==> config.mk <==
export PLATFORM = sky130hd
export DESIGN_NAME = cfae_front
export DESIGN_NICKNAME = d
export VERILOG_FILES = /design/src/hw/rtl/cfae_pkg.sv /design/src/hw/rtl/cfae_front.sv
export SDC_FILE = /design/constraint.sdc
export NUM_CORES = 1
export LEC_CHECK = 0
export ABC_CLOCK_PERIOD_IN_PS = 800
export BUFFER_PORTS_ARGS = -buffer_cell sky130_fd_sc_hd__buf_2
export CORE_AREA = 5 5 79 81
export CTS_BUF_LIST = sky130_fd_sc_hd__clkbuf_4
export CTS_CLUSTER_DIAMETER = 100
export CTS_CLUSTER_SIZE = 24
export DETAILED_ROUTE_END_ITERATION = 8
export DIE_AREA = 0 0 84 86
export PLACE_DENSITY = 0.61
export REMOVE_ABC_BUFFERS = 1
export SLEW_MARGIN = 20
export SYNTH_ARGS = -nofsm -noshare
export SYNTH_HDL_FRONTEND = slang
export SYNTH_SLANG_ARGS = --single-unit
==> constraint.sdc <==
create_clock -name i_clk -period 0.8 [get_ports i_clk]
set_input_delay 0.04 -clock i_clk [delete_from_list [all_inputs] [get_ports i_clk]]
set_output_delay 0.04 -clock i_clk [all_outputs]
set_load 0.05 [all_outputs]
==> src/hw/rtl/cfae_pkg.sv <==
// shared types, constants and helpers for the can frame to ascii encoder
package cfae_pkg;

    localparam int FRAME_FIFO_DEPTH_DEF = 128;

    localparam int NUM_BYTES  = 8;
    localparam int IDENT_W    = 29;
    localparam int DLC_W      = 4;
    localparam int CHAR_W     = 8;
    localparam int CHAR_IDX_W = 5;
    localparam int IN_DATA_W  = 104;
    localparam int STD_ID_W   = 11;

    localparam logic [DLC_W-1:0]  MAX_DLC  = 4'd8;
    localparam logic [CHAR_W-1:0] CHAR_CR  = 8'd13;
    localparam logic [CHAR_W-1:0] CHAR_STD = 8'h74;   // 't'
    localparam logic [CHAR_W-1:0] CHAR_EXT = 8'h54;   // 'T'

    localparam logic [CHAR_W-1:0] HEX_TABLE [16] = '{
        8'h30, 8'h31, 8'h32, 8'h33, 8'h34, 8'h35, 8'h36, 8'h37,
        8'h38, 8'h39, 8'h41, 8'h42, 8'h43, 8'h44, 8'h45, 8'h46
    };

    typedef struct packed {
        logic [NUM_BYTES-1:0][7:0] data;
        logic [DLC_W-1:0]          length;
        logic                      extended;
        logic [IDENT_W-1:0]        ident;
    } t_frame;

    typedef struct packed {
        logic full;
        logic empty;
    } t_fifo_stat;

    typedef enum logic [1:0] {
        BK_IDLE,
        BK_LOAD,
        BK_EMIT
    } t_bk_state;

    function automatic logic [CHAR_W-1:0] hex_char(input logic [3:0] nib);
        return HEX_TABLE[nib];
    endfunction

endpackage

==> src/hw/rtl/cfae_front.sv <==
// input side: collect enable register, frame filtering and queue write
module cfae_front import cfae_pkg::*; (
    input  logic                 i_clk,
    input  logic                 i_rst_n,
    input  logic                 i_cfg_wr_en,
    input  logic                 i_cfg_wr_data,
    input  logic                 s_axis_tvalid,
    output logic                 s_axis_tready,
    input  logic [IN_DATA_W-1:0] s_axis_tdata,
    input  logic                 s_axis_tuser,
    input  t_fifo_stat           i_fifo_stat,
    output logic                 o_wr_en,
    output t_frame               o_wr_frame,
    output logic                 o_enable
);

    logic r_enable;
    logic keep;

    always_ff @(posedge i_clk) begin
        if (!i_rst_n) begin
            r_enable <= 1'b0;
        end else if (i_cfg_wr_en) begin
            r_enable <= i_cfg_wr_data;
        end
    end

    // dropped frames are still taken, they just never reach the queue
    assign s_axis_tready = !i_fifo_stat.full;

    always_comb begin
        o_wr_frame.data     = s_axis_tdata[96:33];
        o_wr_frame.length   = s_axis_tdata[32:29];
        o_wr_frame.extended = s_axis_tuser;
        // standard frames carry only the low 11 identifier bits
        o_wr_frame.ident    = s_axis_tuser ? s_axis_tdata[IDENT_W-1:0]
                            : {{(IDENT_W-STD_ID_W){1'b0}}, s_axis_tdata[STD_ID_W-1:0]};
    end

    assign keep     = r_enable && (s_axis_tdata[32:29] <= MAX_DLC);
    assign o_wr_en  = s_axis_tvalid && s_axis_tready && keep;
    assign o_enable = r_enable;

endmodule

# Word-level counts from Yosys, hierarchy flattened
# Index checks and enable logic that the tools add are counted.
# W data, S select, Z words.
dict set report word_totals {
  register_bits 1
  out_inout_bits 101
}
dict set report op_classes {
  order_cmp 1
  n_mux 1
  n_reduce_logical 4
}
# cell n
set op_table {}
lappend op_table {{$mux W29} 1}
lappend op_table {{$le A4 B4 Y1 const B} 1}
lappend op_table {{$logic_and A1 B1 Y1} 3}
lappend op_table {{$logic_not A1 Y1} 1}

# Longest topological paths before layout
# Gate-level depths: netlist of the first run.
dict set report logic_depth {
  depth_word 3
  ltp_mapped 2
  ltp_nobuf 2
}

# Worst setup path after synthesis of the first run
# Ideal clock, no wire load.
dict set report synth_path {
  path_type {register to output}
  start {register r_enable, in the netlist o_enable}
  end {output o_wr_en}
  t_required_ns 0.760
  path_slack_ns -0.440
  stages_incl_launch_ff 2
  n_path_buf 0
  arrival_ns 1.200
  cell_sequence {dfxtp_1 -> and4_1}
}
dict set report synth_between {
  elab_chain_len 2
}
# item line
set synth_lines {}
lappend synth_lines {{start, declared} cfae_front.sv:17} ;# logic r_enable;
lappend synth_lines {{start signal, assigned} cfae_front.sv:24} ;# r_enable <= i_cfg_wr_data;
lappend synth_lines {{$logic_and A1 B1 Y1} cfae_front.sv:40} ;# assign keep = r_enable && (s_axis_tdata[32:29] <= MAX_DLC);
lappend synth_lines {{$logic_and A1 B1 Y1} cfae_front.sv:41} ;# assign o_wr_en = s_axis_tvalid && s_axis_tready && keep;
lappend synth_lines {{end, declared} cfae_front.sv:12} ;# output logic o_wr_en,
# No other way between the ends.

# Worst setup path in the final report of the first run
dict set report layout_path {
  start {input s_axis_tdata[31]}
  end {output o_wr_en}
}
dict set report layout_between {
  elab_chain_len 3
}
# item line
set layout_lines {}
lappend layout_lines {{start, declared} cfae_front.sv:9} ;# input logic [IN_DATA_W-1:0] s_axis_tdata,
lappend layout_lines {{$le A4 B4 Y1} cfae_front.sv:40}
lappend layout_lines {{$logic_and A1 B1 Y1} cfae_front.sv:40}
lappend layout_lines {{$logic_and A1 B1 Y1} cfae_front.sv:41}
# No other way between the ends.

==> metrics.md, run 1 <==
| Metric | Value |
|---|---|
| Nets | between 150 and 200 |
| Post-synthesis mux area share | 0.01288 |
| GR Overflow Total | 0 |
| ANT nets after route | 0 |
| Initial core utilization | 0.1437 |
| DRC Markers | 0 |
| RePlAce Congestion | approximately 1 |
| Synth Area in XOR/XNOR | 0 |
| Distinct cells, synth | 8 |
| Final hold slack | approximately 80 ps |
| Initial DRC Count | 13 |
| RR Endpoint | o_enable |
| Vias in the first global route | 561 |
| Horizontal die dimension | about 84 um |
| Antenna cells | 0 |
| Slew HR | 0.8195 |
| Final core occ | 0.1051 |
| Top Ports | between 200 and 250 |
| Worst hold path type | in -> out |
| Area delta synth->final | -26.89% |
| Die ar. | 7224 um2 |
| Die Height | around 86 um |
| Fmax achieved | approximately 1300 MHz |
| Site Rows | 27 |
| Post-synthesis simple-gate area fraction | 0.1643 |
| Area share of fa/ha/maj cells after synthesis | 0 |
| Crit share post-route | 0.9849 |
| Startpoint Class | input port |
| Power Density | between 800 and 900 nW/um2 |
| Initial antenna violation count | 0 |
| Area of the mapped netlist | about 780 um2 |
| Vias per cell | about 3.7 |
| Yosys warning count | 0 |
| DR pass1 iterations | 2 |
| Worst slew pin tran | ~270 ps |
| Final Hold Fails | 0 |
| Worst-path fanout max | 2 |
| Fin. max-slew vios | 0 |
| Filler cell count in the final layout | around 650 |
| Largest net degree at the start of global routing | 20 |
| Shortest period the worst path allows | just under 800 ps |
| Register area share after synthesis | 0.02576 |
| Crit path kind | in -> out |
| First-pass GRT wire length | between 10000 and 15000 um |
| Worst setup path start | s_axis_tdata[31] |
| CP cell instances | buf_8 > o31ai_4 > and4_1 > buf_6 |
| Slowest-stage cell, CP | o31ai_4 |
| Pleak | approximately 0.31 nW |
| Status | finished clean |
| Critical Path Sink Type | output pin |
| Worst Reg2Reg Path Length in Cells | 2 |
| Ratio of cells with drive above 1 in the final layout | 0.7051 |
| Largest register FFs | 1 |
| Crit path to | o_wr_en |
| Drt total wl | 8910 um |
| Compound-Gate Fraction of Synth Area | 0.009662 |
| Critical path's largest stage delay | ~220 ps |
| Critical path arrival | about 750 ps |
| Cells after synthesis | roughly 110 |
| RSZ-0062 raised after global routing | yes |
| IO Port Bufs | 54 |
| VDD IR max | between 200 and 300 uV |
| Clock skew | 0 ps |
| Setup-failing EPs final | 0 |
| Largest family of logic cells by synthesized area | buffers and inverters |
| R2r setup slk | 210 ps |
| Routed length per instance | about 60 um |
| Reg2reg start | o_enable |
| Syn Area/Cell | 7.400 um2 |
| FF+latch count, synth | 1 |
| Core box area | approximately 5400 um2 |
| # hold bufs at CTS | 0 |
| Worst-Skew Late Latency | 0 ps |
| Via count | between 500 and 600 |
| Max-cap violations | 0 |
| CP Data Required Time | 760 ps |
| GRT Total Usage | 0.2340 |
[through the flow]
step | setup WS (ps) | cell area, um2 | setup TNS (ps) | total power, mW | std cells
after floorplan | -440.3 | 168.9 | -555.5 | 0.2924 | 24
after global placement | -73.59 | 529.3 | -73.59 | 0.4855 | 150
after detailed placement | -133.7 | 529.3 | -133.7 | 0.4898 | 150
after CTS | 0.2588 | 561.8 | 0 | 0.5068 | 150
after global routing | -22.76 | 568.0 | -22.76 | 0.5283 | 150
final | 12.05 | 568.0 | 0 | 0.5050 | 150
[what timing repair did]
| action | in CTS | in global routing |
|---|---|---|
| endpoints found under the setup margin | 1 | 19 |
| gates resized for setup | 6 | 2 |
| buffers inserted | 0 | 0 |
| pin swaps | 2 | 0 |
[kinds of logic after synthesis]
kind of cell | after synthesis
AO/OA/AOI/OAI | 1
buffers and inverters | 82
flip-flops | 1
multiplexers | 1
AND/OR/NAND/NOR | 20
[critical path: cells and delay by family]
| family | cells | cell delay, ps |
|---|---|---|
| AND/OR/NAND/NOR | 1 | 220 |
| AO/OA/AOI/OAI | 1 | 220 |
| buffers and inverters | 2 | 260 |
[metal layers]
metal | up-vias | routed length [um] | global-route usage
met4 | 0 | 240 | 0.05117
met3 | 8 | 3282 | 0.4102
met2 | 196 | 4811 | 0.4613
li1 | 184 | - | -
met5 | - | 0 | 0
met1 | 168 | 575 | 0.04237
[synth_stat cells]
| cell type | instances | area (um2) |
|---|---|---|
| o31ai_1 | 1 | 7.510 |
| mux2i_1 | 1 | 10.01 |
| and4_1 | 1 | 8.760 |
| nor2b_1 | 1 | 6.260 |
| dfxtp_1 | 1 | 20.02 |
| inv_1 | 1 | 3.750 |
| buf_4 | 81 | 608.1 |
| and2_1 | 18 | 112.6 |
[where the power goes]
group / switching (mW) / internal (mW)
sequential: 0.00206 / 0.0539
clock: 0 / 0
combinational: 0.316 / 0.133
[final cells by class]
cell class / count / area (um2) / share of cell area
Timing Repair Buffer: 54 / 295.3 / 0.5198
Tap cell: 72 / 90.09 / 0.1586
Multi-Input combinational cell: 22 / 158.9 / 0.2797
Sequential cell: 1 / 20.02 / 0.03524
Inverter: 1 / 3.754 / 0.006608
[placed cells by master, fill, tap and decap left out, drive strengths merged]
| cell type | Yosys | routed |
|---|---|---|
| and2 | 18 | 18 |
| dfxtp | 1 | 1 |
| nor2b | 1 | 1 |
| inv | 1 | 1 |
| buf | 81 | 53 |
| clkbuf | 0 | 1 |
| o31ai | 1 | 1 |
| and4 | 1 | 1 |
| mux2i | 1 | 1 |
[worst min path at each step]
stage / from / end / cells after the start / slack [ps]
after floorplan: s_axis_tdata[0] / o_wr_frame[0] / 0 / 80
after global placement: s_axis_tdata[49] / o_wr_frame[50] / 0 / 80
after detailed placement: s_axis_tdata[49] / o_wr_frame[50] / 0 / 80
after CTS: s_axis_tdata[49] / o_wr_frame[50] / 0 / 80
after global routing: s_axis_tdata[49] / o_wr_frame[50] / 0 / 80
final: s_axis_tdata[49] / o_wr_frame[50] / 0 / 80
Note: power is estimated with default switching activity, not from simulation.
==> inputs of run 2 (changes only) <==
--- a/config.mk
+++ b/config.mk
@@ -5,7 +5,7 @@
 export SDC_FILE = /design/constraint.sdc
 export NUM_CORES = 1
 export LEC_CHECK = 0
-export ABC_CLOCK_PERIOD_IN_PS = 800
+export ABC_CLOCK_PERIOD_IN_PS = 850
 export BUFFER_PORTS_ARGS = -buffer_cell sky130_fd_sc_hd__buf_2
 export CORE_AREA = 5 5 79 81
 export CTS_BUF_LIST = sky130_fd_sc_hd__clkbuf_4
==> constraint.sdc (replaced) <==
create_clock -name i_clk -period 0.85 [get_ports i_clk]
set_input_delay 0.0425 -clock i_clk [delete_from_list [all_inputs] [get_ports i_clk]]
set_output_delay 0.0425 -clock i_clk [all_outputs]
set_load 0.05 [all_outputs]
==> metrics.md, run 2 (synthesized netlist as in run 1, its figures left out) <==
| Metric | Value |
|---|---|
| Status | finished clean |
| IO Port Bufs | 54 |
| Internal | ~0.17 mW |
| Crit share post-route | 0.9667 |
| Reg2reg start | o_enable |
| Hold Crit Depth | 0 |
| Switching Fraction | 0.6414 |
| Max-cap violations | 0 |
| Worst Reg2Reg Path Length in Cells | 2 |
| Most frequent cells in the layout | buf_2 (53), and2_1 (18) |
| Initial DRC Count | 6 |
| Slew HR | 0.8205 |
| ANT nets after route | 0 |
| Routed length per instance | around 59 um |
| Fin cells | 150 |
| Final Hold Fails | 0 |
| Filler cell count in the final layout | approximately 650 |
| CP cell instances | buf_2 > o31ai_2 > and4_1 > buf_6 |
| Pre-CTS setup slack | -66.45 ps |
| Fmax achieved | approximately 1200 MHz |
| VDD IR max | 362.3 uV |
| Sequential share of power | 0.114 |
| Core box area | ~5400 um2 |
| Initial antenna violation count | 0 |
| Antenna cells | 0 |
| Worst-path fanout max | 2 |
| Die ar. | 7224 um2 |
| Design Area, Final | roughly 540 um2 |
| Pleak | between 0.3 and 0.4 nW |
| Clock skew | 0 ps |
| Initial core utilization | 0.1437 |
| DRC Markers | 0 |
| Fin Setup TNS | 0 ps |
| Critical path arrival | around 780 ps |
| Worst slew pin tran | 271.2 ps |
| Final worst setup slack | ~28 ps |
| Crit path kind | in -> out |
| Slowest-stage cell, CP | o31ai_2 |
| Sw Pwr | between 0.2 and 0.3 mW |
| Vias in the first global route | 531 |
| RR Endpoint | o_enable |
| RSZ-0062 raised after global routing | no |
| RePlAce Congestion | 1.004 |
| Power Density | 852.1 nW/um2 |
| Placed Area | between 500 and 600 um2 |
| Horizontal die dimension | roughly 84 um |
| Clock power frac | 0 |
| Area delta synth->final | -30.43% |
| Via count | 560 |
| Die Height | approximately 86 um |
| Fin. max-slew vios | 0 |
| Placed Cells incl. Taps | 150 |
| First-pass GRT wire length | a little over 10000 um |
| GR Overflow Total | 0 |
| WP buf/inv | 2 |
| Drt total wl | 8892 um |
| Top Ports | 213 |
| Hold wc startpoint | s_axis_tdata[49] |
| CP Data Required Time | 810 ps |
| Crit path max-delay family | buffers and inverters |
| Worst hold path type | in -> out |
| Startpoint Class | input port |
| Combinational Power Share | 0.886 |
| R2r setup slk | 250 ps |
| Post-CTS setup buffers | 0 |
| Hold Path End | o_wr_frame[50] |
| Shortest period the worst path allows | between 800 and 900 ps |
| Site Rows | 27 |
| Nets | about 190 |
| Setup-failing EPs final | 0 |
| DR pass1 iterations | 2 |
| Commonest non-fill, non-tap cell in the layout | buf_2 |
| Critical path's largest stage delay | roughly 230 ps |
| GRT Total Usage | 0.2320 |
| Critical Path Sink Type | output pin |
| Vias per cell | between 3 and 4 |
| Worst-Skew Late Latency | 0 ps |
| Ratio of cells with drive above 1 in the final layout | 0.7051 |
| Largest net degree at the start of global routing | 20 |
| Largest register FFs | 1 |
[run 2: worst max-delay path by stage]
stage | slack, ps | depth (start not counted) | startpoint | end
3_3_place_gp | -30 | 4 | s_axis_tdata[29] | o_wr_en
2_1_floorplan | -390 | 1 | o_enable | o_wr_en
3_5_place_dp | -70 | 4 | s_axis_tdata[29] | o_wr_en
5_1_grt | 2 | 4 | s_axis_tdata[29] | o_wr_en
4_1_cts | 5 | 4 | s_axis_tdata[29] | o_wr_en
6_report | 30 | 4 | s_axis_tdata[29] | o_wr_en
[run 2: worst reg2reg max path: cells and delay by family (launching register included)]
kind,cells,cell delay [ps]
flip-flops,1,300
multiplexers,1,120
AND/OR/NAND/NOR,1,60
[run 2: layout make-up]
cell class / count / area (um2) / area share
inverter: 1 / 3.754 / 0.006944
tap: 72 / 90.09 / 0.1667
timing repair buffer: 54 / 276.5 / 0.5116
multi-input combinational: 22 / 150.1 / 0.2778
sequential: 1 / 20.02 / 0.03704
[run 2: what timing repair did]
action | 4_1_cts | 5_1_grt
cloned | 0 | 0
gates resized for setup | 2 | 1
pin swaps | 0 | 0
endpoints found under the setup margin | 1 | 1
hold buffers | 0 | 0
[run 2: metal layers]
metal | GRT usage | up-vias | part of all wire
li1 | - | 185 | -
met1 | 0.04294 | 181 | 0.066
met2 | 0.4526 | 186 | 0.54
met3 | 0.4035 | 8 | 0.37
met4 | 0.05702 | 0 | 0.030
met5 | 0.02797 | - | 0
[run 2: power by group through the flow]
stage	sequential (mW)	clock, mW	combinational, mW
5_1_grt	0.0533	0	0.430
6_report	0.0526	0	0.408
3_5_place_dp	0.0525	0	0.408
3_3_place_gp	0.0523	0	0.405
4_1_cts	0.0525	0	0.409
2_1_floorplan	0.0621	0	0.213
[run 2: metrics by stage]
| step | util | hold slack, ps | total power [mW] |
|---|---|---|---|
| 6_report | 0.1000 | 85.48 | 0.4606 |
| 5_1_grt | 0.1000 | 85.40 | 0.4838 |
| 4_1_cts | 0.09907 | 86.91 | 0.4620 |
| 3_5_place_dp | 0.09792 | 86.91 | 0.4603 |
| 3_3_place_gp | 0.09792 | 86.91 | 0.4569 |
| 2_1_floorplan | - | 85.00 | 0.2752 |
