**config.mk**
```make
export PLATFORM = sky130hd
export DESIGN_NAME = cfae_back
export DESIGN_NICKNAME = d
export VERILOG_FILES = /design/src/hw/rtl/cfae_pkg.sv /design/src/hw/rtl/cfae_back.sv
export SDC_FILE = /design/constraint.sdc
export NUM_CORES = 1
export LEC_CHECK = 0
export BUFFER_PORTS_ARGS = -buffer_cell sky130_fd_sc_hd__buf_2
export CORE_UTILIZATION = 49
export CTS_BUF_LIST = sky130_fd_sc_hd__clkbuf_16
export DETAILED_ROUTE_END_ITERATION = 7
export PLACE_DENSITY = 0.88
export SLEW_MARGIN = 0
export SYNTH_ARGS = -nofsm -noshare
export SYNTH_HDL_FRONTEND = slang
export SYNTH_SLANG_ARGS = --single-unit
```
**constraint.sdc**
```tcl
create_clock -name i_clk -period 3.85 [get_ports i_clk]
set_input_delay 0.5775 -clock i_clk [delete_from_list [all_inputs] [get_ports i_clk]]
set_output_delay 0.5775 -clock i_clk [all_outputs]
set_load 0.005 [all_outputs]
```
**src/hw/rtl/cfae_pkg.sv**
```systemverilog
// shared types, constants and helpers for the can frame to ascii encoder
package cfae_pkg;

    localparam int FRAME_FIFO_DEPTH_DEF = 128;

    localparam int NUM_BYTES  = 8;
    localparam int IDENT_W    = 29;
    localparam int DLC_W      = 4;
    localparam int CHAR_W     = 8;
    localparam int CHAR_IDX_W = 5;
    localparam int IN_DATA_W  = 104;
    localparam int STD_ID_W   = 11;

    localparam logic [DLC_W-1:0]  MAX_DLC  = 4'd8;
    localparam logic [CHAR_W-1:0] CHAR_CR  = 8'd13;
    localparam logic [CHAR_W-1:0] CHAR_STD = 8'h74;   // 't'
    localparam logic [CHAR_W-1:0] CHAR_EXT = 8'h54;   // 'T'

    localparam logic [CHAR_W-1:0] HEX_TABLE [16] = '{
        8'h30, 8'h31, 8'h32, 8'h33, 8'h34, 8'h35, 8'h36, 8'h37,
        8'h38, 8'h39, 8'h41, 8'h42, 8'h43, 8'h44, 8'h45, 8'h46
    };

    typedef struct packed {
        logic [NUM_BYTES-1:0][7:0] data;
        logic [DLC_W-1:0]          length;
        logic                      extended;
        logic [IDENT_W-1:0]        ident;
    } t_frame;

    typedef struct packed {
        logic full;
        logic empty;
    } t_fifo_stat;

    typedef enum logic [1:0] {
        BK_IDLE,
        BK_LOAD,
        BK_EMIT
    } t_bk_state;

    function automatic logic [CHAR_W-1:0] hex_char(input logic [3:0] nib);
        return HEX_TABLE[nib];
    endfunction

endpackage

```
**src/hw/rtl/cfae_back.sv**
```systemverilog
// output side: sends a queued frame's ascii line a char a cycle unless stalled
module cfae_back import cfae_pkg::*; (
    input  logic              i_clk,
    input  logic              i_rst_n,
    input  t_fifo_stat        i_fifo_stat,
    output logic              o_rd_en,
    input  t_frame            i_rd_frame,
    output logic              m_axis_tvalid,
    input  logic              m_axis_tready,
    output logic [CHAR_W-1:0] m_axis_tdata,
    output logic              m_axis_tlast
);

    t_bk_state r_state;
    t_bk_state n_state;

    t_frame                r_frame;
    logic [CHAR_IDX_W-1:0] r_idx;
    logic                  r_m_valid;
    logic [CHAR_W-1:0]     r_m_data;
    logic                  r_m_last;

    logic                  load;
    logic                  emit;
    logic [CHAR_IDX_W-1:0] hdr_len;
    logic [CHAR_IDX_W-1:0] id_sel;
    logic [CHAR_IDX_W-1:0] data_pos;
    logic [31:0]           id_pad;
    logic [7:0]            cur_byte;
    logic [CHAR_W-1:0]     cur_char;
    logic                  cur_last;

    // next state
    always_comb begin
        n_state = r_state;
        case (r_state)
            BK_IDLE: begin
                if (!i_fifo_stat.empty) begin
                    n_state = BK_LOAD;
                end
            end
            BK_LOAD: begin
                n_state = BK_EMIT;
            end
            BK_EMIT: begin
                if (emit && cur_last) begin
                    n_state = BK_IDLE;
                end
            end
            default: begin
                n_state = BK_IDLE;
            end
        endcase
    end

    // state outputs
    always_comb begin
        o_rd_en = 1'b0;
        load    = 1'b0;
        emit    = 1'b0;
        case (r_state)
            BK_IDLE: begin
                o_rd_en = !i_fifo_stat.empty;
            end
            BK_LOAD: begin
                load = 1'b1;
            end
            BK_EMIT: begin
                emit = !r_m_valid || m_axis_tready;
            end
            default: begin
                o_rd_en = 1'b0;
            end
        endcase
    end

    // character for the current line position
    always_comb begin
        hdr_len  = r_frame.extended ? CHAR_IDX_W'(9) : CHAR_IDX_W'(4);
        id_sel   = r_frame.extended ? (CHAR_IDX_W'(8) - r_idx) : (CHAR_IDX_W'(3) - r_idx);
        data_pos = r_idx - hdr_len - 1'b1;
        id_pad   = {{(32-IDENT_W){1'b0}}, r_frame.ident};
        cur_byte = r_frame.data[data_pos[3:1]];
        cur_last = 1'b0;
        if (r_idx == '0) begin
            cur_char = r_frame.extended ? CHAR_EXT : CHAR_STD;
        end else if (r_idx < hdr_len) begin
            cur_char = hex_char(id_pad[id_sel[2:0]*4 +: 4]);
        end else if (r_idx == hdr_len) begin
            cur_char = hex_char(r_frame.length);
        end else if (data_pos < {r_frame.length, 1'b0}) begin
            cur_char = hex_char(data_pos[0] ? cur_byte[3:0] : cur_byte[7:4]);
        end else begin
            cur_char = CHAR_CR;
            cur_last = 1'b1;
        end
    end

    always_ff @(posedge i_clk) begin
        if (!i_rst_n) begin
            r_state   <= BK_IDLE;
            r_m_valid <= 1'b0;
        end else begin
            r_state <= n_state;
            if (emit) begin
                r_m_valid <= 1'b1;
            end else if (m_axis_tready) begin
                r_m_valid <= 1'b0;
            end
        end
    end

    always_ff @(posedge i_clk) begin
        if (load) begin
            r_frame <= i_rd_frame;
            r_idx   <= '0;
        end else if (emit) begin
            r_idx <= r_idx + 1'b1;
        end
        if (emit) begin
            r_m_data <= cur_char;
            r_m_last <= cur_last;
        end
    end

    assign m_axis_tvalid = r_m_valid;
    assign m_axis_tdata  = r_m_data;
    assign m_axis_tlast  = r_m_last;

endmodule

```
Word level (Yosys, flattened, before mapping):

Memories as Yosys holds them, arrays and structs flattened.
Cells that the tools add are included.

* bits in registers: 115
* memory bits (read-only): 384
* input bits: 103
* output and inout port bits: 11
* logic and storage cells: 75
* memories: 3

* $add $sub $neg: 5
* $lt $le $gt $ge: 6
* eq/ne operators: 5
* shift operators: 1
* mux-type cells: 28
* bitwise logic cells: 3
* reductions and logical operators: 8

Memory list
* (name not given): depth 16, bits a word 8, rd ports 1, clocked after memory_dff 0, wr ports 0, RTL line cfae_pkg.sv:43 `return HEX_TABLE[nib];`
* (name not given): depth 16, bits a word 8, rd ports 1, clocked after memory_dff 0, wr ports 0, RTL line cfae_pkg.sv:43
* (name not given): depth 16, bits a word 8, rd ports 1, clocked after memory_dff 0, wr ports 0, RTL line cfae_pkg.sv:43

Operators with widths (number)
* two-way mux 8 bit: 11
* indexed part select 32 x 6 -> 4 bit: 1
* binary-select mux 8 bit (select 3 bit): 1
* >= comparator 5 bit, second input constant: 3
* inverter 4 -> 5 bit: 3
* two-way mux 1 bit: 9
* two-way mux 4 bit: 2
* two-way mux 6 bit: 1
* case mux 2 bit (3 select lines): 1
* adder 5 x 1 -> 5 bit, second input constant: 1
* equality test 5 x 4 -> 1 bit: 1
* logical NOT 5 bit: 1
* < comparator 5 x 4 -> 1 bit: 1
* < comparator 5 bit: 1
* subtractor 5 x 1 -> 5 bit, second input constant: 1
* subtractor 5 x 4 -> 5 bit: 1
* < comparator 3 x 4 -> 1 bit, second input constant: 1
* two-way mux 2 bit: 2
* != test 2 bit, second input constant: 2
* two-way mux 3 bit: 1
* subtractor 1 x 3 -> 3 bit, first input constant: 1
* subtractor 2 x 3 -> 3 bit, first input constant: 1
* equality test 2 x 1 -> 1 bit, second input constant: 1
* equality test 2 bit, second input constant: 1
* other kinds (6): 7

Longest topological paths before layout:

Gate-level depths: netlist (run 1).

* word-level depth: 14
* gate-level depth with buffers: 16
* depth with buffers taken out: 14

Least setup slack after synthesis (run 1):

No wires, ideal clock.

* path type: register -> register
* from: register r_state[0]
* to: register r_idx[0]
* library setup time: 0.121 ns
* arrival time: 3.618 ns
* path slack: 0.111 ns
* cell stages (with the launch flop): 5
* path buffers: 1
* period minus slack after synthesis: 3.739 ns
* cell sequence: dfxtp_1 -> nor2b_1 -> clkbuf_1 -> nor2_1 -> mux2_2

* word-level cells in the longest chain between the ends: 2
* elaborated cells on any way between the ends: 4
* classes of those cells: eq/ne: 2; mux: 2

Ends and longest elaborated chain
* start: declaration: RTL line cfae_back.sv:14 `t_bk_state r_state;`
* start signal: assignment: RTL line cfae_back.sv:104 `r_state <= n_state;`
* equality test 2 bit or equality test 2 x 1 -> 1 bit (tied branches): RTL line cfae_back.sv:61 `case (r_state)`
* two-way mux 1 bit: RTL line cfae_back.sv:61
* end signal: assignment: RTL line cfae_back.sv:118 `r_idx <= r_idx + 1'b1;`
* end: declaration: RTL line cfae_back.sv:18 `logic [CHAR_IDX_W-1:0] r_idx;`

Several ways; a longest one is shown, not always the timed one.
A chain may end at the register's enable or synchronous reset.

Worst setup path after layout (run 1):

* from: register r_frame[29] (netlist name)
* to: register r_m_data[0] (netlist: m_axis_tdata[0]), data pin

* word-level cells in the longest chain between the ends: 14
* elaborated cells on any way between the ends: 23
* classes of those cells: add/sub: 2; order compare: 2; eq/ne: 1; shift: 1; mux: 13; bitwise: 2; memory: 2

Ends and longest elaborated chain
* start: declaration: RTL line cfae_back.sv:17 `t_frame r_frame;`
* start signal: assignment: RTL line cfae_back.sv:115 `r_frame <= i_rd_frame;`
* two-way mux 4 bit: RTL line cfae_back.sv:79 `hdr_len = r_frame.extended ? CHAR_IDX_W'(9) : CHAR_IDX_W'(4);`
* subtractor 5 x 4 -> 5 bit: RTL line cfae_back.sv:81 `data_pos = r_idx - hdr_len - 1'b1;`
* subtractor 5 x 1 -> 5 bit: RTL line cfae_back.sv:81
* binary-select mux 8 bit (select 3 bit): RTL line cfae_back.sv:83 `cur_byte = r_frame.data[data_pos[3:1]];`
* two-way mux 8 bit (not written as such): RTL line cfae_back.sv:83
* two-way mux 4 bit: RTL line cfae_back.sv:92 `cur_char = hex_char(data_pos[0] ? cur_byte[3:0] : cur_byte[7:4]);`
* inverter 4 -> 5 bit (not written as such): RTL line cfae_pkg.sv:43
* memory (16 x 8 bit)
* two-way mux 8 bit (not written as such) (2 in series): RTL line cfae_pkg.sv:43
* two-way mux 8 bit: RTL line cfae_back.sv:91 `end else if (data_pos < {r_frame.length, 1'b0}) begin`
* two-way mux 8 bit: RTL line cfae_back.sv:89 `end else if (r_idx == hdr_len) begin`
* two-way mux 8 bit (*): RTL line cfae_back.sv:87 `end else if (r_idx < hdr_len) begin`
* two-way mux 8 bit (*): RTL line cfae_back.sv:85 `if (r_idx == '0) begin`
* end signal: assignment: RTL line cfae_back.sv:121 `r_m_data <= cur_char;`
* end: declaration: RTL line cfae_back.sv:20 `logic [CHAR_W-1:0] r_m_data;`

Every way passes the cells marked *; elsewhere a longest branch is shown, timed or not. The select of a mux whose other input is x is not followed.

==> flow_metrics.py, run 1 <==
metrics = {
    "outcome": {
        "status": "finished, final reports clean",
    },
    "timing": {
        "hold_viol": 0,
        "fin_crit_sh_pct": 89.8,
        "fin_skew_ns": 0.00728,
        "holdWs_ns": 0.342,
        "rsz0062_at_grt": "false",
        "fin_tns_setup_ns": 0,
        "tightest_slew_ns": 1.01,
        "fin_crit_ns": 3.46,
        "maxSlewViolCount": 0,
        "fmax_mhz": 289,
        "relSlewSlack_pct": 32.3,
        "setup_viol": 0,
    },
    "logic_synthesis": {
        "synthDistinctLibCells": 55,
        "synth_ff_type": "edfxtp_1",
        "seq_area_frac_synth_pct": 65.5,
        "ys_seq_elements": 114,
        "avgSynthCellArea_um2": 15.9,
        "synthArstFlopShare_pct": 0,
        "yosysWarnings": 0,
        "syn_area_mm2": 0.00511,
        "netlist_instances": 322,
        "synth_edf_count": 106,
        "synth.net_count": 441,
    },
    "layout": {
        "diodes": 0,
        "fill_cells": 688,
        "stdcell_count": 597,
        "stdcell_area_mm2": 0.00648,
        "layout_commonest_cell": "buf_2",
        "drive_above_1_share_pct": 39.0,
        "area_growth_pct": 27.0,
        "fin_nets": 570,
        "final_cell_mix": "111 x buf_2, 106 x edfxtp_1, 24 x mux2i_1, 18 x mux4_2, 17 x clkbuf_16",
    },
    "detailed_routing": {
        "ant_nets": 0,
        "wl_um": 9620,
        "num_vias": 3193,
        "drtPass1Iterations": 4,
        "viasPerCell": 5.35,
        "wl_per_cell_um": 16.1,
        "drtIter0Drc": 139,
        "post-route-drc-count": 0,
    },
    "worst_setup_path": {
        "critPathLaunchType": "register",
        "path_class": "reg -> reg",
        "endpoint_kind": "register",
        "cp_max_fo": 16,
        "worst_ep_arrival_time_ns": 3.61,
        "crit_required_ns": 4.00,
    },
    "placed_design": {
        "placed_cell_area_mm2": 0.00585,
        "portBuffers": 111,
        "hpwl_um": 6700,
        "dp_cells": 565,
        "gp_congestion": 0.873,
    },
    "power_and_ir_drop": {
        "leakagePower_uw": 0.00253,
        "irDropWorstVdd_mv": 0.449,
        "power_uw": 4560,
        "powerDensity_mw_per_mm2": 704,
    },
    "cts": {
        "clkTransAtPathRegs_ns": 0.06,
        "cts_hold_buffers": 0,
        "cts_htree_levels": 4,
        "cts_made_buffers": 17,
        "cts.sink_count": 114,
        "clockRootBuffer": "clkbuf_16",
        "cts_tree": "done",
        "insertion_delay_ns": 0.41,
        "cts_buffer_depth": 2,
        "cts_resized": 0,
        "cts_setup_buffers": 0,
    },
    "floorplan": {
        "die_w_um": 104,
        "die_h_um": 104,
        "start_util_pct": 51.3,
        "rows": 36,
        "ioPinCount": 114,
        "core_area_mm2": 0.00995,
        "die-area_mm2": 0.0108,
    },
    "global_route": {
        "grt_max_degree": 49,
        "grt_pass1_wl_um": 15700,
        "antenna_found_initial": 0,
        "gr-total-overflow": 0,
        "grt_use_total_pct": 19.4,
        "grt_pass1_vias": 3359,
    },
    "job": {
        "maxCapViolCount": 0,
    },
    "hold_path": {
        "worstHoldPathType": "in -> reg",
    },
}
==> path summary, 6_finish.rpt <==
| kind | startpoint | to | slack, ns | cells past startpoint |
|---|---|---|---|---|
| max | r_frame[29] | m_axis_tdata[0] | 0.39 | 13 |
| min reg2reg | m_axis_tvalid | m_axis_tvalid | 0.55 | 2 |
| max reg2reg | r_frame[29] | m_axis_tdata[0] | 0.39 | 13 |
| min | i_rd_frame[91] | r_frame[91] | 0.34 | 1 |
==> synth_stat cells (all sizes together) (2+ instances only) <==
master  count  area share [%]
nor3        8            0.78
clkbuf      4            0.37
o21a        2            0.29
and3        2            0.24
nand2      11            0.81
or3         2            0.24
edfxtp    106              62
a211oi      3            0.54
ha         16             3.9
inv        16             1.2
dfxtp       8             3.1
xnor2       2            0.64
and2        3            0.37
a211o       2            0.34
a31oi       2            0.24
o21ai      15             1.5
xor2        5            0.86
a21oi       9            0.88
nand2b      8            0.98
mux4       18             7.9
o211ai      5            0.74
nand4       3            0.37
nor2       12             1.0
and2b       2            0.29
a21boi      3            0.44
buf         7             1.0
nor2b       3            0.42
mux2i      26             5.2
nand3       3            0.29
==> stage by stage <==
| stage | utilization [%] | setup WS [ns] |
|---|---|---|
| 3_3_place_gp | 58.8 | 0.440 |
| 3_5_place_dp | 58.8 | 0.400 |
| 2_1_floorplan | - | 0.111 |
| 4_1_cts | 65.1 | 0.357 |
| 6_report | 65.1 | 0.392 |
| 5_1_grt | 65.1 | 0.133 |
==> cells by family (layout without fill, tap and decap cells) <==
logic type	count (synthesis)	count (layout)	share of synthesized area, %
other cells	1	1	0.0734
mux	45	45	13.4
fa+ha+maj	16	16	3.92
flops	114	114	65.5
simple gates	60	60	6.27
buf+inv	28	170	2.62
xor+xnor	7	7	1.49
compound gates	51	51	6.74
==> critical path, stage by stage, from the launching register on <==
cell and delay [ns]:
edfxtp_1 0.38, inv_1 0.09, ha_1 0.20, inv_1 0.06
ha_1 0.29, buf_4 0.29, mux4_2 0.55, mux2i_1 0.13
mux2i_1 0.16, ha_1 0.35, nor2_1 0.11, a21oi_1 0.05
a211o_1 0.31, a32o_1 0.22
==> power breakdown <==
| group | internal, uW | switching (uW) | leakage, uW |
|---|---|---|---|
| registers | 1460 | 27.8 | 0.00104 |
| logic | 666 | 754 | 0.00119 |
| clock network | 1090 | 570 | 0.000299 |
| total | 3210 | 1350 | 0.00253 |
==> final cells by class <==
type	instances	area (um2)	area share (%)
sequential	114	3340	51.6
timing repair buffer	121	643	9.92
inverter	17	63.8	0.984
tap	133	166	2.57
multi-input combinational	180	1640	25.2
clock buffer	17	425	6.56
clock inverter	15	204	3.15
==> metal layers <==
metal | vias up | share of wire (%) | GRT usage, %
met4 | 0 | 2.2 | 10.1
met2 | 127 | 53 | 34.1
met3 | 18 | 5.9 | 5.39
met5 | - | 0 | 0
met1 | 1528 | 39 | 21.4
li1 | 1520 | - | -
==> flip-flops by register name, summed over array words and instances, names as in the netlist <==
signal         cells
r_frame           69
id_pad            29
m_axis_tdata       7
r_idx              5
r_state            2
m_axis_tlast       1
m_axis_tvalid      1
Note: power is estimated with default switching activity, not from simulation.
==> inputs of run 2 (changes only) <==
- CORE_UTILIZATION: 49 -> 51
- CTS_BUF_LIST: sky130_fd_sc_hd__clkbuf_16 -> sky130_fd_sc_hd__clkbuf_4
- PLACE_DENSITY: 0.88 -> 0.91
==> run 2 against run 1 <==
Compared with the run above: the run now ends with design-rule violations left; sequential share of layout area grew 2.5 points; global-route usage is 0.21 points higher; count of clock-buffer cells in the layout grew 3; core utilization down 1.6 points; critical path depth is the same; wire length fell by 3.1%; final cell count unchanged; sequential cell count unchanged; combinational power about the same; sequential power barely moved; first-iteration DRC count rose by 22%; hold slack worse by 0.091 ns; largest cell class unchanged; highest routed layer unchanged.
==> flow_metrics.py, run 2 (synthesized netlist as in run 1, its figures left out) <==
metrics = {
    "hold_path": {
        "worstHoldPathType": "in -> reg",
    },
    "detailed_routing": {
        "drtPass1Iterations": 6,
        "num_vias": 3162,
        "ant_nets": 0,
        "viasPerCell": 5.30,
        "wl_per_cell_um": 15.6,
        "wl_um": 9320,
        "post-route-drc-count": 1,
        "drtIter0Drc": 169,
    },
    "timing": {
        "setup_viol": 0,
        "setup_ws_ns": 0.365,
        "maxSlewViolCount": 0,
        "fin_skew_ns": 0.0198,
        "tightest_slew_ns": 0.847,
        "rsz0062_at_grt": "false",
        "relSlewSlack_pct": 43.4,
        "fin_crit_sh_pct": 90.5,
        "hold_viol": 0,
        "fin_tns_setup_ns": 0,
        "fin_crit_ns": 3.49,
        "fmax_mhz": 287,
    },
    "worst_setup_path": {
        "path_class": "reg -> reg",
        "endpoint_kind": "register",
        "crit_family": "adder cells",
        "cp_max_fo": 7,
        "slowest_delay_ns": 0.50,
        "critical_path.cell_chain": "inv_1 > ha_1 > inv_1 > ha_1 > buf_12 > mux4_2 > mux2i_1 > mux2i_1 > ha_1 > nor2_1 > a21oi_1 > a211o_1 > a32o_1",
        "cpMostUsedCell": "ha_1",
        "crit_required_ns": 4.11,
        "worst_ep_arrival_time_ns": 3.74,
        "critPathBufInv": 3,
        "critPathLaunchType": "register",
        "critPathSlowestCell": "mux4_2",
    },
    "job": {
        "maxCapViolCount": 0,
    },
    "placed_design": {
        "placed_cell_area_mm2": 0.00587,
        "portBuffers": 111,
        "place_ws_ns": 0.347,
        "hpwl_um": 6910,
        "dp_cells": 565,
        "gp_congestion": 0.888,
    },
    "power_and_ir_drop": {
        "irDropWorstVdd_mv": 0.300,
        "comb_power_share_pct": 37.4,
        "p_sw_share_pct": 31.1,
        "p_clk_share_pct": 24.5,
        "powerDensity_mw_per_mm2": 628,
        "power_uw": 3880,
        "p_sw_uw": 1210,
        "power_frac_seq_pct": 38.1,
        "leakagePower_uw": 0.00241,
        "intPower_uw": 2680,
    },
    "layout": {
        "stdcell_count": 597,
        "final_cell_mix": "111 x buf_2, 106 x edfxtp_1, 24 x mux2i_1, 20 x clkbuf_4, 18 x mux4_2",
        "area_growth_pct": 21.0,
        "fin_nets": 570,
        "stdcell_area_mm2": 0.00618,
        "diodes": 0,
        "drive_above_1_share_pct": 38.6,
        "largest_reg_flops": 69,
        "largest-register": "r_frame",
        "layout_commonest_cell": "buf_2",
    },
    "cts": {
        "clockRootBuffer": "clkbuf_4",
        "cts_hold_buffers": 0,
        "cts_htree_levels": 4,
        "clkTransAtPathRegs_ns": 0.10,
        "cts_setup_buffers": 0,
        "cts_buffer_depth": 2,
        "cts.sink_count": 114,
        "cts_made_buffers": 17,
        "cts_resized": 0,
        "insertion_delay_ns": 0.49,
        "cts_tree": "done",
    },
    "floorplan": {
        "rows": 36,
        "die_w_um": 102,
        "die_h_um": 102,
        "ioPinCount": 114,
        "start_util_pct": 52.5,
        "die-area_mm2": 0.0104,
        "core_area_mm2": 0.00973,
    },
    "outcome": {
        "status": "finished, violations left",
        "failed_checks": "design-rule violations",
    },
    "global_route": {
        "grt_use_total_pct": 19.6,
        "grt_pass1_wl_um": 15000,
        "grt_max_degree": 77,
        "gr-total-overflow": 0,
        "antenna_found_initial": 0,
        "grt_pass1_vias": 3197,
    },
}
run 2: cell count changes in the layout (fill, tap and decap cells not counted):
cell / delta
clkbuf_4: +20
clkbuf_16: -17
inv_6: -5
clkinvlp_4: -3
clkinv_1: +2
clkinv_2: +2
buf_12: +1
buf_4: -1
clkinv_4: +1
run 2: power by group through the flow:
stage / clock network (uW) / logic (uW) / registers (uW)
after global placement: 0 / 1380 / 1510
final: 951 / 1450 / 1480
after global routing: 1030 / 1610 / 1490
after floorplan: 0 / 1080 / 1510
after CTS: 977 / 1460 / 1480
after detailed placement: 0 / 1450 / 1510
run 2: path summary, 6_finish.rpt:
kind | start | end | slack (ns) | cells after the start
setup / recovery | r_frame[29] | m_axis_tdata[0] | 0.36 | 13
hold / removal | i_rd_frame[20] | id_pad[20] | 0.25 | 1
setup reg to reg | r_frame[29] | m_axis_tdata[0] | 0.36 | 13
hold reg to reg | m_axis_tvalid | m_axis_tvalid | 0.58 | 2
run 2: stage by stage:
step	hold slack, ns	util, %
4_1_cts	0.198	63.5
5_1_grt	0.199	63.5
3_5_place_dp	0.569	60.3
6_report	0.251	63.5
3_3_place_gp	0.506	60.3
2_1_floorplan	0.510	-
run 2: area by class of cell:
| class | instances | area (um2) |
|---|---|---|
| clock buffer | 20 | 150 |
| tap | 133 | 166 |
| fill | 715 | 3550 |
| clock inverter | 12 | 164 |
| timing repair buffer | 121 | 656 |
| sequential | 114 | 3340 |
| multi-input combinational | 180 | 1640 |
| inverter | 17 | 63.8 |
run 2: per-layer routing:
metal | GRT usage (%) | vias to the layer above | part of all wire, %
li1 | - | 1520 | -
met1 | 23.0 | 1494 | 40
met2 | 33.8 | 131 | 52
met3 | 4.99 | 17 | 5.3
met4 | 9.67 | 0 | 2.0
met5 | 0 | - | 0
==> inputs of run 3 (changes only) <==
- ABC_AREA: default -> 1
- PLACE_DENSITY: 0.91 -> 0.9
==> run 3 against run 2 <==
Compared with the run above: the run now ends clean; count of clock-buffer cells in the layout is 3 lower; core utilization shrank 0.59 points; critical endpoint unchanged; via count rose by 28%; sequential power is essentially flat; hold slack worse by 0.035 ns; highest routed layer unchanged; synthesized cell count up 63%; combinational power shrank 7%; final area is 1.4% higher; global-route usage up 2.3 points; total power down 4.4%; fmax rose by 4.0%; non-clock buffer count decreased by 7.
==> flow_metrics.py, run 3 <==
metrics = {
    "placed_design": {
        "portBuffers": 111,
        "hpwl_um": 7770,
        "place_ws_ns": 0.585,
        "gp_congestion": 0.895,
    },
    "timing": {
        "relSlewSlack_pct": 19.5,
        "fin_crit_sh_pct": 87.1,
        "tightest_slew_ns": 1.21,
        "fmax_mhz": 298,
        "fin_skew_ns": 0.0194,
        "fin_tns_setup_ns": 0,
        "fin_crit_ns": 3.35,
        "setup_ws_ns": 0.499,
        "setup_viol": 0,
        "rsz0062_at_grt": "false",
        "hold_viol": 0,
        "maxSlewViolCount": 0,
    },
    "global_route": {
        "gr-total-overflow": 0,
        "grt_pass1_vias": 4005,
        "antenna_found_initial": 1,
        "grt_pass1_wl_um": 18200,
        "grt_max_degree": 101,
        "grt_use_total_pct": 22.0,
    },
    "layout": {
        "area_growth_pct": 17.4,
        "drive_above_1_share_pct": 25.8,
        "largest_reg_flops": 69,
        "largest-register": "r_frame",
        "fin_nets": 761,
        "layout_commonest_cell": "nand2_1",
        "final_cell_mix": "175 x nand2_1, 111 x buf_2, 106 x edfxtp_1, 42 x inv_1, 36 x nor2_1",
    },
    "cts": {
        "cts_hold_buffers": 0,
        "clkTransAtPathRegs_ns": 0.12,
        "cts_resized": 0,
        "cts_setup_buffers": 0,
        "cts_tree": "done",
        "cts_buffer_depth": 2,
        "cts.sink_count": 114,
        "cts_made_buffers": 17,
        "clockRootBuffer": "clkbuf_4",
        "cts_htree_levels": 4,
        "insertion_delay_ns": 0.53,
    },
    "worst_setup_path": {
        "crit_required_ns": 4.12,
        "slowest_delay_ns": 0.53,
        "startpoint": "r_frame[29]",
        "endpoint_kind": "register",
        "path_class": "reg -> reg",
        "critPathSlowestCell": "edfxtp_1",
        "critical_path.cell_chain": "inv_1 > ha_1 > inv_1 > ha_1 > inv_1 > nand2_1 > nand2_2 > inv_2 > ha_1 > a21o_1 > a31oi_1 > nand2_1 > a31oi_1 > nand2_1 > nand2_1 > a21oi_1",
        "critPathLaunchType": "register",
        "worst_ep_arrival_time_ns": 3.62,
        "rr_startpoint": "r_frame[29]",
        "cp_max_fo": 30,
        "r2r_cells": 16,
        "cpMostUsedCell": "nand2_1",
    },
    "detailed_routing": {
        "post-route-drc-count": 0,
        "viasPerCell": 5.13,
        "dr.max_layer_used": "met4",
        "dr_wl_met3_um": 614,
        "num_vias": 4047,
        "wl_met2_um": 5630,
        "met1_length_um": 4550,
        "drtIter0Drc": 224,
        "wl_per_cell_um": 14.0,
        "wl_um": 11100,
        "drtPass1Iterations": 5,
        "ant_nets": 0,
    },
    "floorplan": {
        "die_h_um": 104,
        "die-area_mm2": 0.0109,
        "start_util_pct": 53.6,
        "die_w_um": 104,
        "core_area_mm2": 0.00995,
        "ioPinCount": 114,
        "rows": 36,
    },
    "logic_synthesis": {
        "syn_area_mm2": 0.00533,
        "synth_edf_count": 106,
        "yosysTopAreaCellShare_pct": 59.7,
        "avgSynthCellArea_um2": 10.2,
        "synthTopCellsByCount": "175 x nand2_1, 106 x edfxtp_1, 43 x inv_1",
        "synth_ff_type": "edfxtp_1",
        "seq_area_frac_synth_pct": 62.7,
        "synth_most_common_cell": "nand2_1",
        "yosysTopAreaCell": "edfxtp_1",
        "netlist_instances": 524,
        "synthTopCellsByArea": "edfxtp_1 60%, nand2_1 12%, ha_1 3.8%",
        "synthDistinctLibCells": 33,
        "yosysWarnings": 0,
        "synthArstFlopShare_pct": 0,
        "synth.net_count": 643,
        "ys_seq_elements": 114,
    },
    "hold_path": {
        "hold_start": "i_rd_frame[51]",
        "worstHoldPathType": "in -> reg",
        "hold_depth": 1,
    },
    "power_and_ir_drop": {
        "powerDensity_mw_per_mm2": 592,
        "leakagePower_uw": 0.00273,
        "irDropWorstVdd_mv": 0.329,
    },
    "outcome": {
        "status": "finished, final reports clean",
    },
    "job": {
        "maxCapViolCount": 0,
    },
}
-- run 3: cell count changes after synthesis, moves of 6 or more --
cell / change
a21oi_1: +16
buf_2: +6
inv_1: +28
mux2i_1: -24
mux4_2: -18
nand2_1: +164
nand2_2: +7
nand2b_1: -8
nand3_1: +21
nor2_1: +25
o21ai_1: +7
-- run 3: report_power, final --
part / leakage [uW] / total, uW / switching, uW / internal, uW
Clock: 0.000142 / 875 / 486 / 389
Combinational: 0.00155 / 1350 / 905 / 445
Sequential: 0.00104 / 1490 / 32.7 / 1450
Total: 0.00273 / 3710 / 1420 / 2290
-- run 3: path summary, 6_finish.rpt --
kind | slack, ns | to
hold reg to reg | 0.47 | r_state[0]
setup reg to reg | 0.50 | m_axis_tdata[0]
hold / removal | 0.22 | r_frame[51]
setup / recovery | 0.50 | m_axis_tdata[0]
-- run 3: final cells by class --
type / instances / area, um2
fillers: 767 / 3690
clock inverters: 15 / 160
repair buffers: 114 / 578
diodes: 1 / 2.50
clock buffers: 17 / 128
multi-input cells: 347 / 1700
flip-flops and latches: 114 / 3340
well taps: 133 / 166
inverters: 48 / 183
-- run 3: cell families (layout without fill, tap and decap cells) --
group,count (synthesis),in the layout,share of synthesized area (%)
xor gates and xnor gates,1,1,0.164
adders and majority gates,16,16,3.75
other,1,2,0.0703
AOI/OAI and AO/OA,70,70,7.53
DFF,114,114,62.7
buffers and inverters,63,194,5.40
and+or+nand+nor,259,259,20.4
-- run 3: per-layer routing --
layer | global-route usage (%) | vias to the layer above
met2 | 37.2 | 150
li1 | - | 2018
met4 | 12.2 | 0
met3 | 6.64 | 26
met5 | 0 | -
met1 | 24.6 | 1853
-- run 3: critical path: cells and delay by family (launching register included) --
| kind | cells | cell delay (ns) |
|---|---|---|
| AND/OR/NAND/NOR | 5 | 0.79 |
| adder cells (fa/ha/maj) | 3 | 0.68 |
| AO/OA/AOI/OAI | 4 | 0.71 |
| flip-flops | 1 | 0.53 |
| buffers and inverters | 4 | 0.40 |
-- run 3: through the flow --
| stage | hold slack [ns] | power, uW | area, um2 | utilization, % | instances |
|---|---|---|---|---|---|
| 2_1_floorplan | 0.421 | 2550 | 5330 | - | 524 |
| 3_3_place_gp | 0.429 | 2760 | 5970 | 60.0 | 756 |
| 3_5_place_dp | 0.452 | 2840 | 5970 | 60.0 | 756 |
| 6_report | 0.216 | 3710 | 6260 | 62.9 | 789 |
| 5_1_grt | 0.151 | 3970 | 6260 | 62.9 | 789 |
| 4_1_cts | 0.160 | 3720 | 6260 | 62.9 | 788 |
